`src/rtl/core/mrp_pkg.sv`:
```
// ----------------------------------------------------------------------------
// mrp_pkg
// Shared types and constants for the Miller-Rabin prime test block.
// ----------------------------------------------------------------------------
`default_nettype none

package mrp_pkg;

    localparam int unsigned FIELD_WIDTH = 32;

    // verdict codes
    localparam logic [1:0] VERDICT_PASS    = 2'd0;
    localparam logic [1:0] VERDICT_TWO     = 2'd1;
    localparam logic [1:0] VERDICT_TRIVIAL = 2'd2;
    localparam logic [1:0] VERDICT_WITNESS = 2'd3;

    typedef struct packed {
        logic [FIELD_WIDTH-1:0] candidate;
        logic [FIELD_WIDTH-1:0] base;
        logic                   last_of_group;
    } item_t;

    typedef struct packed {
        logic [1:0] verdict_code;
        logic       base_is_witness;
        logic       group_done;
        logic       probable_prime;
    } result_t;

    typedef enum logic [3:0] {
        S_IDLE,
        S_SPLIT,
        S_RED,
        S_POW,
        S_MACC,
        S_MSQ,
        S_CHK,
        S_SQX
    } state_t;

    // operand selection for the modular multiplier
    typedef enum logic [1:0] {
        OP_REDUCE,
        OP_ACC,
        OP_SQ,
        OP_X
    } mul_op_t;

    typedef struct packed {
        logic    load;
        logic    shift_d;
        logic    inc_b;
        logic    inc_i;
        logic    mul_start;
        mul_op_t mul_op;
        logic    wr_acc;
        logic    wr_sq;
    } cmd_t;

    typedef struct packed {
        logic in_two;
        logic in_trivial;
        logic d_lsb;
        logic d_zero;
        logic mul_done;
        logic acc_one;
        logic acc_nm1;
        logic i_zero;
        logic i_is_b;
    } status_t;

endpackage

`default_nettype wire

```
`src/rtl/core/mrp_ctrl.sv`:
```
// ----------------------------------------------------------------------------
// mrp_ctrl
// Sequencer for the test: split, reduce, square-and-multiply, squaring check.
// Also holds the result register and the sticky composite flag.
// ----------------------------------------------------------------------------
`default_nettype none

module mrp_ctrl (
    input  wire logic             clk,
    input  wire logic             rst_n,
    input  wire logic             start,
    input  wire logic             last_in,
    input  wire mrp_pkg::status_t status,
    output mrp_pkg::cmd_t         cmd,
    output logic                  busy,
    output logic                  result_valid,
    output mrp_pkg::result_t      result
);

    mrp_pkg::state_t  state_reg, state_next;
    logic             last_reg;
    logic             composite_reg;
    logic             valid_reg;
    mrp_pkg::result_t result_reg;

    logic             fin;
    logic [1:0]       fin_code;
    logic             fin_last;
    logic             accept;
    logic             set_comp;

    assign accept = start && (state_reg == mrp_pkg::S_IDLE);

    // next state
    always_comb
    begin
        state_next = state_reg;
        case (state_reg)
            mrp_pkg::S_IDLE:
                if (start && !status.in_two && !status.in_trivial)
                    state_next = mrp_pkg::S_SPLIT;
            mrp_pkg::S_SPLIT:
                if (status.d_lsb)
                    state_next = mrp_pkg::S_RED;
            mrp_pkg::S_RED:
                if (status.mul_done)
                    state_next = mrp_pkg::S_POW;
            mrp_pkg::S_POW:
                if (status.d_zero)
                    state_next = mrp_pkg::S_CHK;
                else if (status.d_lsb)
                    state_next = mrp_pkg::S_MACC;
                else
                    state_next = mrp_pkg::S_MSQ;
            mrp_pkg::S_MACC:
                if (status.mul_done)
                    state_next = mrp_pkg::S_MSQ;
            mrp_pkg::S_MSQ:
                if (status.mul_done)
                    state_next = mrp_pkg::S_POW;
            mrp_pkg::S_CHK:
                if ((status.i_zero && status.acc_one) || status.i_is_b ||
                    status.acc_nm1)
                    state_next = mrp_pkg::S_IDLE;
                else
                    state_next = mrp_pkg::S_SQX;
            mrp_pkg::S_SQX:
                if (status.mul_done)
                    state_next = mrp_pkg::S_CHK;
            default:
                state_next = mrp_pkg::S_IDLE;
        endcase
    end

    // commands and finish detection
    always_comb
    begin
        cmd           = '0;
        cmd.mul_op    = mrp_pkg::OP_REDUCE;
        fin           = 1'b0;
        fin_code      = mrp_pkg::VERDICT_PASS;
        cmd.load      = accept;
        cmd.mul_start = (state_next != state_reg) &&
                        ((state_next == mrp_pkg::S_RED) ||
                         (state_next == mrp_pkg::S_MACC) ||
                         (state_next == mrp_pkg::S_MSQ) ||
                         (state_next == mrp_pkg::S_SQX));
        case (state_next)
            mrp_pkg::S_MACC: cmd.mul_op = mrp_pkg::OP_ACC;
            mrp_pkg::S_MSQ:  cmd.mul_op = mrp_pkg::OP_SQ;
            mrp_pkg::S_SQX:  cmd.mul_op = mrp_pkg::OP_X;
            default:         cmd.mul_op = mrp_pkg::OP_REDUCE;
        endcase
        case (state_reg)
            mrp_pkg::S_IDLE:
                if (start && status.in_two)
                begin
                    fin      = 1'b1;
                    fin_code = mrp_pkg::VERDICT_TWO;
                end
                else if (start && status.in_trivial)
                begin
                    fin      = 1'b1;
                    fin_code = mrp_pkg::VERDICT_TRIVIAL;
                end
            mrp_pkg::S_SPLIT:
                if (!status.d_lsb)
                begin
                    cmd.shift_d = 1'b1;
                    cmd.inc_b   = 1'b1;
                end
            mrp_pkg::S_RED:
                cmd.wr_sq = status.mul_done;
            mrp_pkg::S_MACC:
                cmd.wr_acc = status.mul_done;
            mrp_pkg::S_MSQ:
            begin
                cmd.wr_sq   = status.mul_done;
                cmd.shift_d = status.mul_done;
            end
            // a value of one passes only before the first squaring (i is zero);
            // minus one is looked for before each squaring, not after the last
            mrp_pkg::S_CHK:
                if ((status.i_zero && status.acc_one) ||
                    (status.acc_nm1 && !status.i_is_b))
                begin
                    fin      = 1'b1;
                    fin_code = mrp_pkg::VERDICT_PASS;
                end
                else if (status.i_is_b)
                begin
                    fin      = 1'b1;
                    fin_code = mrp_pkg::VERDICT_WITNESS;
                end
            mrp_pkg::S_SQX:
            begin
                cmd.wr_acc = status.mul_done;
                cmd.inc_i  = status.mul_done;
            end
            default:
                cmd.load = accept;
        endcase
        fin_last = (state_reg == mrp_pkg::S_IDLE) ? last_in : last_reg;
        set_comp = (fin_code == mrp_pkg::VERDICT_TRIVIAL) ||
                   (fin_code == mrp_pkg::VERDICT_WITNESS);
    end

    // state, result register, sticky flag
    always_ff @(posedge clk or negedge rst_n)
    begin
        if (!rst_n)
        begin
            state_reg     <= mrp_pkg::S_IDLE;
            last_reg      <= 1'b0;
            composite_reg <= 1'b0;
            valid_reg     <= 1'b0;
        end
        else
        begin
            state_reg <= state_next;
            valid_reg <= fin;
            if (accept)
                last_reg <= last_in;
            if (fin)
                composite_reg <= fin_last ? 1'b0 : (composite_reg || set_comp);
        end
    end

    always_ff @(posedge clk)
    begin
        if (fin)
        begin
            result_reg.verdict_code    <= fin_code;
            result_reg.base_is_witness <= (fin_code == mrp_pkg::VERDICT_WITNESS);
            result_reg.group_done      <= fin_last;
            result_reg.probable_prime  <= !(composite_reg || set_comp);
        end
    end

    assign busy         = (state_reg != mrp_pkg::S_IDLE);
    assign result_valid = valid_reg;
    assign result       = result_reg;

endmodule

`default_nettype wire

```
`config.mk`:
```
export PLATFORM = sky130hd
export DESIGN_NAME = mrp_ctrl
export DESIGN_NICKNAME = d
export VERILOG_FILES = /design/src/rtl/core/mrp_pkg.sv /design/src/rtl/core/mrp_ctrl.sv
export SDC_FILE = /design/constraint.sdc
export NUM_CORES = 1
export LEC_CHECK = 0
export BUFFER_PORTS_ARGS = -buffer_cell sky130_fd_sc_hd__buf_4
export CORE_MARGIN = 4
export CORE_UTILIZATION = 46
export CTS_BUF_LIST = sky130_fd_sc_hd__clkbuf_4
export DETAILED_ROUTE_END_ITERATION = 7
export GPL_TIMING_DRIVEN = 0
export PLACE_DENSITY = 0.87
export SYNTH_ARGS = -nofsm -noshare
export SYNTH_HDL_FRONTEND = slang
export SYNTH_SLANG_ARGS = --single-unit
```
`constraint.sdc`:
```
create_clock -name clk -period 1.92 [get_ports clk]
set_input_delay 0.096 -clock clk [delete_from_list [all_inputs] [get_ports clk]]
set_output_delay 0.096 -clock clk [all_outputs]
set_load 0.05 [all_outputs]
```
# Word-level counts from Yosys, hierarchy flattened
# Cells that the tools add are included.
[word_totals] regBits=12 input_bits=13 out_inout_bits=16 wordCells=74
[classes] eq_ne=14 n_mux=28 n_reduce_logical=24
[op_table] op="$eq A4 B3 Y1 const B" n=7
[op_table] op="$pmux W4 S7" n=1
[op_table] op="$mux W4" n=5
[op_table] op="$eq A4 B2 Y1 const B" n=3
[op_table] op="$mux W2" n=6
[op_table] op="$mux W1" n=11
[op_table] op="$logic_and A1 B1 Y1" n=8
[op_table] op="$logic_or A1 B1 Y1" n=8
[op_table] op="$pmux W2 S3" n=1
[op_table] op="$eq A2 B2 Y1 const B" n=2
[op_table] op="$eq A4 B1 Y1 const B" n=1
[op_table] op="$logic_not A1 Y1" n=4
[op_table] op="$logic_not A4 Y1" n=1
[op_table] op="$ne A4 B4 Y1" n=1
[op_table] op="$pmux W1 S2" n=2
[op_table] op="$pmux W2 S2" n=1
[op_table] op="$reduce_bool A4 Y1" n=1
[op_table] op="$reduce_or A2 Y1" n=2
[op_table] op="$mux W3" n=1

# Depth between registers and ports, before layout
# Gate-level depths: netlist of run 1.
[depth] word_depth=10 ltp_mapped=7

# Worst setup path before layout of run 1
# Ideal clock, no wire load.
[synth_path] path_type="reg2out" startpoint="register state_reg[2]" endpoint="output port cmd[0] (netlist bit)" arrival_time_ns=2.121 required_time_ns=1.824 setup_slack_ns=-0.297 path_stages_with_launch=5 n_path_buf=1 path_cell_list="dfrtp_1 -> clkbuf_1 -> and3_1 -> a21oi_1 -> nor3b_1"
[synth_rtl] element="start: declaration" line="mrp_ctrl.sv:20" text="mrp_pkg::state_t state_reg, state_next;"
[synth_rtl] element="start signal: assignment" line="mrp_ctrl.sv:153" text="state_reg <= mrp_pkg::S_IDLE;"
[synth_rtl] element="start signal: assignment" line="mrp_ctrl.sv:160" text="state_reg <= state_next;"
[synth_rtl] element="end: declaration" line="mrp_ctrl.sv:14" text="output mrp_pkg::cmd_t cmd,"

==> results of run 1 <==
[power by group]
part           internal [mW]  switching, mW
Clock                 0.0752         0.0872
Sequential             0.296         0.0106
Combinational          0.106          0.155
Total                  0.477          0.253
[metal layers]
metal  routed length, um  up-vias  GRT usage
li1                    -      391          -
met1                 820      387      0.191
met2                1080       44      0.296
met3                 163        4     0.0593
met4                  20        0     0.0628
met5                   0        -          0
[metrics by stage]
stage,utilization,setup slack (ps),hold slack (ps),power [mW]
after floorplan,-,80.9,-200,0.463
after CTS,0.698,-204,22.9,0.710
after detailed placement,0.633,-103,-88.7,0.532
after global routing,0.727,-367,38.7,0.770
after global placement,0.633,-71.9,-89.2,0.527
final,0.727,-230,28.5,0.730
[layout make-up]
cell class	count	area (um2)
repair buffers	35	284
clock inverters	1	3.75
well taps	25	31.3
plain buffers	6	51.3
flip-flops and latches	12	327
clock buffers	3	22.5
inverters	7	26.3
multi-input cells	62	509
fillers	128	472
[cell families (layout without fill, tap and decap cells)]
| family | count (synthesis) | count (layout) | share of synthesized area |
|---|---|---|---|
| AO/OA/AOI/OAI | 23 | 23 | 0.262 |
| XOR/XNOR | 2 | 2 | 0.0211 |
| buffers and inverters | 13 | 52 | 0.0799 |
| flip-flops | 12 | 12 | 0.392 |
| multiplexers | 1 | 1 | 0.0136 |
| other | 1 | 1 | 0.00452 |
| AND/OR/NAND/NOR | 35 | 35 | 0.226 |
[cells in the mapped netlist]
cell and n:
a21oi_1 7, o2bb2ai_2 1, or2_1 3, nor4_2 1, a2111oi_2 1, a211oi_2 1
xnor2_1 2, clkbuf_1 1, inv_2 1, o221ai_4 1, and2_1 2, o2111ai_1 1
conb_1 1, nand2_1 9, o2bb2ai_1 1, dfrtp_1 7, o221ai_1 1, nand3_1 3
buf_2 2, a2111oi_0 1, nor2_1 9, or3b_4 1, nor2b_1 1, o21ai_0 1
a21o_1 1, buf_4 2, o211ai_1 2, edfxtp_1 5, o21ai_1 1, a31o_1 1
or3_1 1, o32a_1 1, and3b_1 1, nor3b_1 2, buf_6 1, mux2_2 1
nand3b_1 1, a2111oi_4 1, and3_1 1, inv_1 6
[worst min path at each step]
stage / end / slack (ps) / cells past startpoint / startpoint
after detailed placement: state_reg[2] / -90 / 1 / rst_n
after CTS: last_reg / 20 / 3 / last_in
after floorplan: composite_reg / -200 / 0 / rst_n
after global placement: state_reg[3] / -90 / 1 / rst_n
final: last_reg / 30 / 3 / last_in
after global routing: last_reg / 40 / 3 / last_in
[timing repair]
action | 4_1_cts | 5_1_grt
endpoints found under the hold margin | 7 | 0
setup endpoints to repair | 9 | 9
pin swaps | 5 | 4
hold buffers | 1 | 0
setup buffers | 4 | 2
resized for setup | 12 | 7
[cell usage in the layout, fill, tap and decap left out, types with 2 or more instances in the layout]
master     Yosys  layout
nor2_1         9       9
clkbuf_4       0       3
o211ai_1       2       2
or2_1          3       3
nand3_1        3       3
and2_4         0       2
nand2_1        9       9
edfxtp_1       5       5
buf_8          0       2
inv_1          6       6
a2111oi_4      1       2
buf_6          1       4
dfrtp_1        7       6
a21oi_1        7       5
buf_4          2      32
a21oi_2        0       2
[worst max-delay path, delay by kind of cell, from the launching register on]
| kind | cells | cell delay (ps) |
|---|---|---|
| buffers and inverters | 4 | 660 |
| AO/OA/AOI/OAI | 4 | 580 |
| flip-flops | 1 | 380 |
| AND/OR/NAND/NOR | 1 | 160 |
==> flow_summary.ini, run 1 <==
[worst_setup_path]
cp-end-kind = primary output
max_stage_delay_ps = 380
crit_path_end = cmd[4]
rrSetupSlack_ps = 20
crit_type = register to primary output
cp_cell_sequence = buf_6 -> buf_2 -> a21oi_2 -> o221ai_2 -> o211ai_1 -> buf_4 -> and2_4 -> o2bb2ai_4 -> buf_8
r2r-start = state_reg[3]
cpMaxStageDelayCell = dfrtp_1
crit_fanout = 10
cp.required_ps = 1820
cp-start-kind = register
arrival_ps = 2050
startpoint = state_reg[0]
reg2reg_depth = 4
reg2reg_to = result[0]

[timing]
setup_viol = 3
period_share = 1.12
tightest_slew_ps = 586
hold_viol = 0
min_period_ps = 2150
setup_tns_ps = -542
worst_slew_margin_rel = 0.609
rsz0062_at_grt = true
worst_clock_skew_ps = 9.82
finalWorstSetupSlack_ps = -230
fmax_ghz = 0.465
slew_violations = 0

[synthesis]
syn_nets = 100
synth_top_area_frac = 0.211
synth_top_area_cell = dfrtp_1
synth_cell_types = 40
post_synth.cell_area_avg_um2 = 9.54
seq_area_frac_synth = 0.392
synth_area_leaders = dfrtp_1, edfxtp_1, a21oi_1
ys_ff_latch = 12
yosys_warnings = 0
synth_area_um2 = 830
synthCells = 87

[pwr]
vdd_ir_drop_max_mv = 0.420
p_leak_nw = 0.532
power_density_nw_per_um2 = 582

[global_routing]
grt_pass1_vias = 761
grt_first_pass_wirelength_um = 3310
gr-usage-all-layers = 0.170
grt-ovfl-total = 0
antenna_found_initial = 0
grt_max_degree = 11

[cts]
insertion_delay_ps = 280
clockRootBuffer = clkbuf_4
cts_tree = built
htree_levels = 1
cts_buffers = 3
cts.sinks = 12
path_clk_slew_ps = 80
clock_path_buffers = 2

[placed_design]
port_buffers = 28
dp.cells = 140
dpl.hpwl_um = 1440
placed_cell_area_um2 = 1090
routabilityCongestion = 0.845

[finish]
fin_area_um2 = 1250
fin_cells = 151
area_delta_synth_final_pct = 51.3
layout.nets = 140
antennaDiodeCount = 0
drive_gt1_frac = 0.484
largest_reg_flops = 5

[outcome]
outcome = finished, violations left
failed_checks = negative setup slack

[die]
coreArea_um2 = 1730
die_x_um = 50.5
die-area_um2 = 2550
pin_count = 29
die_height_um = 50.5
initial_utilization = 0.480
placement_rows = 15

[hold_path]
min_path_type = input port to register

[detailed_routing]
drt-initial-drc-count = 26
via_count = 826
wirelength_um = 2080
drc_errors = 0
final_antenna_net_count = 0
dr.pass1.iters = 5
wl_per_cell_um = 13.8
via_per_inst = 5.47

[flow_run]
drv_cap = 0
No activity file was read; power rests on OpenSTA's default activity.
==> run 2, diff against run 1 <==
- CTS_CLUSTER_DIAMETER: default -> 30
- PLACE_DENSITY: 0.87 -> 0.74
==> run 2 against run 1 <==
  * The flow still finishes with violations (negative setup slack)
  * Via count is 0.73% lower
  * Wire length is 4.3% lower
  * Count of clock-buffer cells in the layout is 1 higher
  * Sequential share of layout area is 1.2 points lower
  * Die area stayed put
  * Setup slack better by 47 ps
  * Final area is 5.4% higher
  * Global-route usage is 0.36 points higher
  * Sequential cell count stayed put
  * Total power is 3.2% higher
  * Register-to-register slack worse by 40 ps
  * Combinational power is 5% higher
  * Critical path type unchanged
  * Highest routed layer unchanged
==> flow_summary.ini, run 2 (synthesized netlist as in run 1, its figures left out) <==
[worst_setup_path]
crit_family = simple AND/OR/NAND/NOR gates
max_stage_delay_ps = 460
crit_fanout = 7
cp-end-kind = primary output
cp-start-kind = register
arrival_ps = 2010
crit_type = register to primary output
critPathBufInv = 1
cp.required_ps = 1820
cp_cell_sequence = nor3b_4 -> or3_4 -> o221ai_4 -> xnor2_1 -> o2bb2ai_4 -> buf_8
cpMaxStageDelayCell = dfrtp_2

[pwr]
clock_power_share = 0.226
combPwrFrac = 0.366
p_leak_nw = 0.563
p_int_uw = 510
power.switching_uw = 244
swShare = 0.324
vdd_ir_drop_max_mv = 0.583
power_density_nw_per_um2 = 570
p_seq_frac = 0.409
total_power_uw = 754

[finish]
area_delta_synth_final_pct = 59.4
largest_reg_flops = 5
final_util = 0.766
fin_cells = 155
final_common_cell = buf_4
antennaDiodeCount = 0
final_cell_mix = buf_4, nor2_1, nand2_1
drive_gt1_frac = 0.538
layout.nets = 144

[timing]
hold_viol = 0
slew_violations = 0
tightest_slew_ps = 628
worst_clock_skew_ps = 7.44
period_share = 1.10
min_period_ps = 2100
rsz0062_at_grt = true
setup_viol = 8
fmax_ghz = 0.476
worst_slew_margin_rel = 0.582
finalWorstSetupSlack_ps = -183
hold_ws_ps = 47.4

[die]
pin_count = 29
die-area_um2 = 2550
placement_rows = 15
die_height_um = 50.5
initial_utilization = 0.480
coreArea_um2 = 1730
die_x_um = 50.5

[detailed_routing]
drc_errors = 0
via_count = 820
drt-initial-drc-count = 12
dr.pass1.iters = 4
wirelength_um = 1990
wl_per_cell_um = 12.9
via_per_inst = 5.29
final_antenna_net_count = 0

[flow_run]
drv_cap = 0

[cts]
cts.sinks = 12
cts_buffers = 3
path_clk_slew_ps = 60
cts_tree = built
clockRootBuffer = clkbuf_4
clock_path_buffers = 2
htree_levels = 1
insertion_delay_ps = 270

[placed_design]
dpl_worst_slack_ps = -107
port_buffers = 28
dp.cells = 140
dpl.hpwl_um = 1440
routabilityCongestion = 0.827

[outcome]
failed_checks = negative setup slack
outcome = finished, violations left

[global_routing]
grt_first_pass_wirelength_um = 3360
grt_max_degree = 11
grt-ovfl-total = 0
gr-usage-all-layers = 0.174
antenna_found_initial = 0
grt_pass1_vias = 748

[hold_path]
min_path_type = input port to register
## run 2: cell count changes in the layout (fill, tap and decap cells not counted), sizes merged
cell	before	now
buf	39	43
clkbuf	4	5
clkinv	1	0
## run 2: power groups by stage
stage | registers [mW] | logic (mW) | clock network (mW)
CTS | 0.308 | 0.248 | 0.180
global placement | 0.309 | 0.220 | 0
global route | 0.312 | 0.297 | 0.195
detailed placement | 0.309 | 0.226 | 0
finish | 0.308 | 0.276 | 0.170
floorplan | 0.336 | 0.127 | 0
## run 2: what timing repair did
action                                 CTS  global route
buffers inserted                         8             3
setup endpoints to repair                8            11
hold buffers                             1             0
pin swaps                                7             1
resized for setup                       14            14
endpoints found under the hold margin    7             0
## run 2: area by class of cell
type,instances,area (um2)
sequential,12,328
inverter,7,26.3
tap,25,31.3
timing repair buffer,40,329
fill,130,404
multi-input combinational,62,536
clock buffer,4,30.0
buffer,5,42.5
## run 2: tightest hold or removal path, stage by stage
cell and delay, ps:
buf_4 90, nand2_1 40, nand2_1 50
## run 2: per-layer routing
metal  vias to the layer above  GRT usage  part of all wire
li1                        399          -                 -
met1                       378      0.220              0.42
met2                        39      0.265              0.47
met3                         4     0.0742              0.10
met4                         0     0.0583            0.0095
met5                         -          0                 0
## run 2: per-stage QoR
step / setup TNS, ps / area (um2)
after global placement: -416 / 1090
after global routing: -2070 / 1320
final: -577 / 1320
after CTS: -757 / 1230
after detailed placement: -533 / 1090
after floorplan: 0 / 851
## run 2: final timing paths
check / from / end / slack, ps / cells past startpoint
worst max-delay path: state_reg[0] / cmd[4] / -180 / 6
worst min-delay path: last_in / last_reg / 50 / 3
worst max register to register: state_reg[0] / result[0] / -20 / 4
worst min register to register: last_reg / last_reg / 480 / 2
max in group asynchronous: rst_n / state_reg[2] / 1620 / 2
min in group asynchronous: rst_n / composite_reg / 160 / 2
==> run 3, diff against run 2 <==
- ABC_AREA: default -> 1
- MAX_ROUTING_LAYER: default -> met4
==> run 3 against run 2 <==
  * Sequential share of layout area up 0.72 points
  * Critical path type unchanged
  * Global-route usage up 0.99 points
  * Final area down 2.1%
  * The run still ends with negative setup slack left
  * First-iteration DRC count up 42%
  * Total power down 13%
  * Die area up 2.5%
  * Clock skew up 6.0 ps
  * Setup slack better by 160 ps
==> flow_summary.ini, run 3 <==
[global_routing]
grt_max_degree = 8
grt_first_pass_wirelength_um = 3550
grt-ovfl-total = 0
grt_pass1_vias = 883
antenna_found_initial = 0
gr-usage-all-layers = 0.184

[synthesis]
ys_ff_latch = 12
synthCells = 121
synth_top_area_cell = dfrtp_1
syn_nets = 134
synth_cell_types = 20
synth_top_area_frac = 0.205
seq_area_frac_synth = 0.381
yosysMostFrequentCell = nand2_1
synth-async-reset-ratio = 0.583
post_synth.cell_area_avg_um2 = 7.06
synth_edf_count = 5
synth_common_cells = nand2_1, inv_1, nor2_1
yosys_warnings = 0
yosys_most_used_dff = dfrtp_1
synth_area_um2 = 855
synth_area_leaders = dfrtp_1, edfxtp_1, nand2_1

[cts]
insertion_delay_ps = 280
htree_levels = 1
path_clk_slew_ps = 60
cts.sinks = 12
clock_path_buffers = 2
cts_tree = built
clockRootBuffer = clkbuf_4
cts_buffers = 3

[worst_setup_path]
critPathBufInv = 2
cp.depth = 12
crit_fanout = 6
cpMaxStageDelayCell = dfrtp_2
crit_family = simple AND/OR/NAND/NOR gates
cp_cell_sequence = inv_2 -> nor2_2 -> nand2_2 -> nor2_4 -> nor2_4 -> nand3_4 -> nand2_1 -> nand2_1 -> nand2_1 -> nor2_2 -> nor2_2 -> buf_6
max_stage_delay_ps = 470
arrival_ps = 1850
cp-start-kind = register
crit_type = register to primary output
cp-end-kind = primary output
reg2reg_depth = 5
cp.required_ps = 1820

[die]
die_height_um = 51.1
coreArea_um2 = 1750
placement_rows = 15
initial_utilization = 0.490
die_x_um = 51.1
die-area_um2 = 2610
pin_count = 29

[timing]
setup_viol = 1
min_period_ps = 1950
setup_tns_ps = -26.4
hold_viol = 0
worst_clock_skew_ps = 13.5
worst_slew_margin_rel = 0.551
rsz0062_at_grt = true
slew_violations = 0
tightest_slew_ps = 673
finalWorstSetupSlack_ps = -26.4
period_share = 1.01
fmax_ghz = 0.514

[placed_design]
routabilityCongestion = 0.795
placed_cell_area_um2 = 1100
port_buffers = 28
dpl_worst_slack_ps = 127
dpl.hpwl_um = 1580

[finish]
layout.nets = 175
final_common_cell = buf_4
final_cell_mix = buf_4, nand2_1, inv_1
area_delta_synth_final_pct = 51.5
largest_reg_flops = 5
fin_area_um2 = 1290
final_util = 0.742
drive_gt1_frac = 0.534
antennaDiodeCount = 0

[hold_path]
whs_path_depth = 3
min_path_type = input port to register

[pwr]
power.switching_uw = 203
clock_power_share = 0.259
p_leak_nw = 0.703
power_density_nw_per_um2 = 507
swShare = 0.310
p_seq_frac = 0.461
p_int_uw = 453
combPwrFrac = 0.279
vdd_ir_drop_max_mv = 0.480

[outcome]
outcome = finished, violations left
failed_checks = negative setup slack

[flow_run]
drv_cap = 0

[detailed_routing]
drt-initial-drc-count = 17
final_antenna_net_count = 0
wirelength_um = 2270
via_per_inst = 4.90
drc_errors = 0
via_count = 911
dr.pass1.iters = 4
wl_per_cell_um = 12.2
-- run 3: changes by cell type in the layout (fill, tap and decap cells not counted), sizes merged, moves of 3 or more --
cell	previous run	this run
nand2	9	40
nor2	9	26
inv	7	21
buf	43	35
nand3	3	10
a21oi	7	2
a2111oi	3	0
-- run 3: routing by layer --
layer	global-route usage	routed length, um	up-vias
met3	0.0583	137	2
met2	0.307	1180	27
met4	0.0493	17	0
li1	-	-	454
met5	-	0	-
met1	0.213	939	428
-- run 3: timing repair --
item / CTS / global route
setup endpoints to repair: 1 / 8
resized for setup: 10 / 16
hold endpoints to repair: 7 / 0
pin swaps: 7 / 10
hold buffers: 1 / 0
buffers inserted: 5 / 1
gates cloned: 1 / 0
-- run 3: kinds of logic after synthesis --
logic type      share of synthesized area
buf+inv                             0.101
flops                               0.381
other cells                       0.00439
compound gates                     0.0600
simple gates                        0.454
-- run 3: power by group through the flow --
stage | logic [mW] | registers (mW) | clock network (mW)
global placement | 0.159 | 0.304 | 0
finish | 0.183 | 0.303 | 0.170
CTS | 0.172 | 0.300 | 0.178
detailed placement | 0.164 | 0.305 | 0
global route | 0.199 | 0.305 | 0.194
floorplan | 0.0825 | 0.328 | 0
-- run 3: layout make-up --
cell class,count,area [um2]
sequential,12,330
inverter,21,83.8
tap,25,31.3
fill,142,450
timing repair buffer,35,285
clock buffer,4,30.0
multi-input combinational,88,527
buffer,1,7.51
-- run 3: worst paths after layout --
path	start	endpoint	slack [ps]
hold reg to reg	last_reg	last_reg	550
max in group asynchronous	rst_n	state_reg[0]	1600
hold / removal	last_in	last_reg	60
min in group asynchronous	rst_n	composite_reg	170
setup reg to reg	state_reg[1]	result[1]	100
setup / recovery	state_reg[1]	cmd[4]	-30
-- run 3: metrics by stage --
step	total power, mW	instances	hold slack, ps
5_1_grt	0.699	186	101
6_report	0.656	186	63.2
4_1_cts	0.650	185	59.3
2_1_floorplan	0.410	121	-200
3_3_place_gp	0.463	174	-90.8
3_5_place_dp	0.469	174	-89.9
-- run 3: tightest hold or removal path: cells and delay by family --
kind            cells  cell delay, ps
simple gates        1              40
buf+inv             1              80
compound gates      1              70
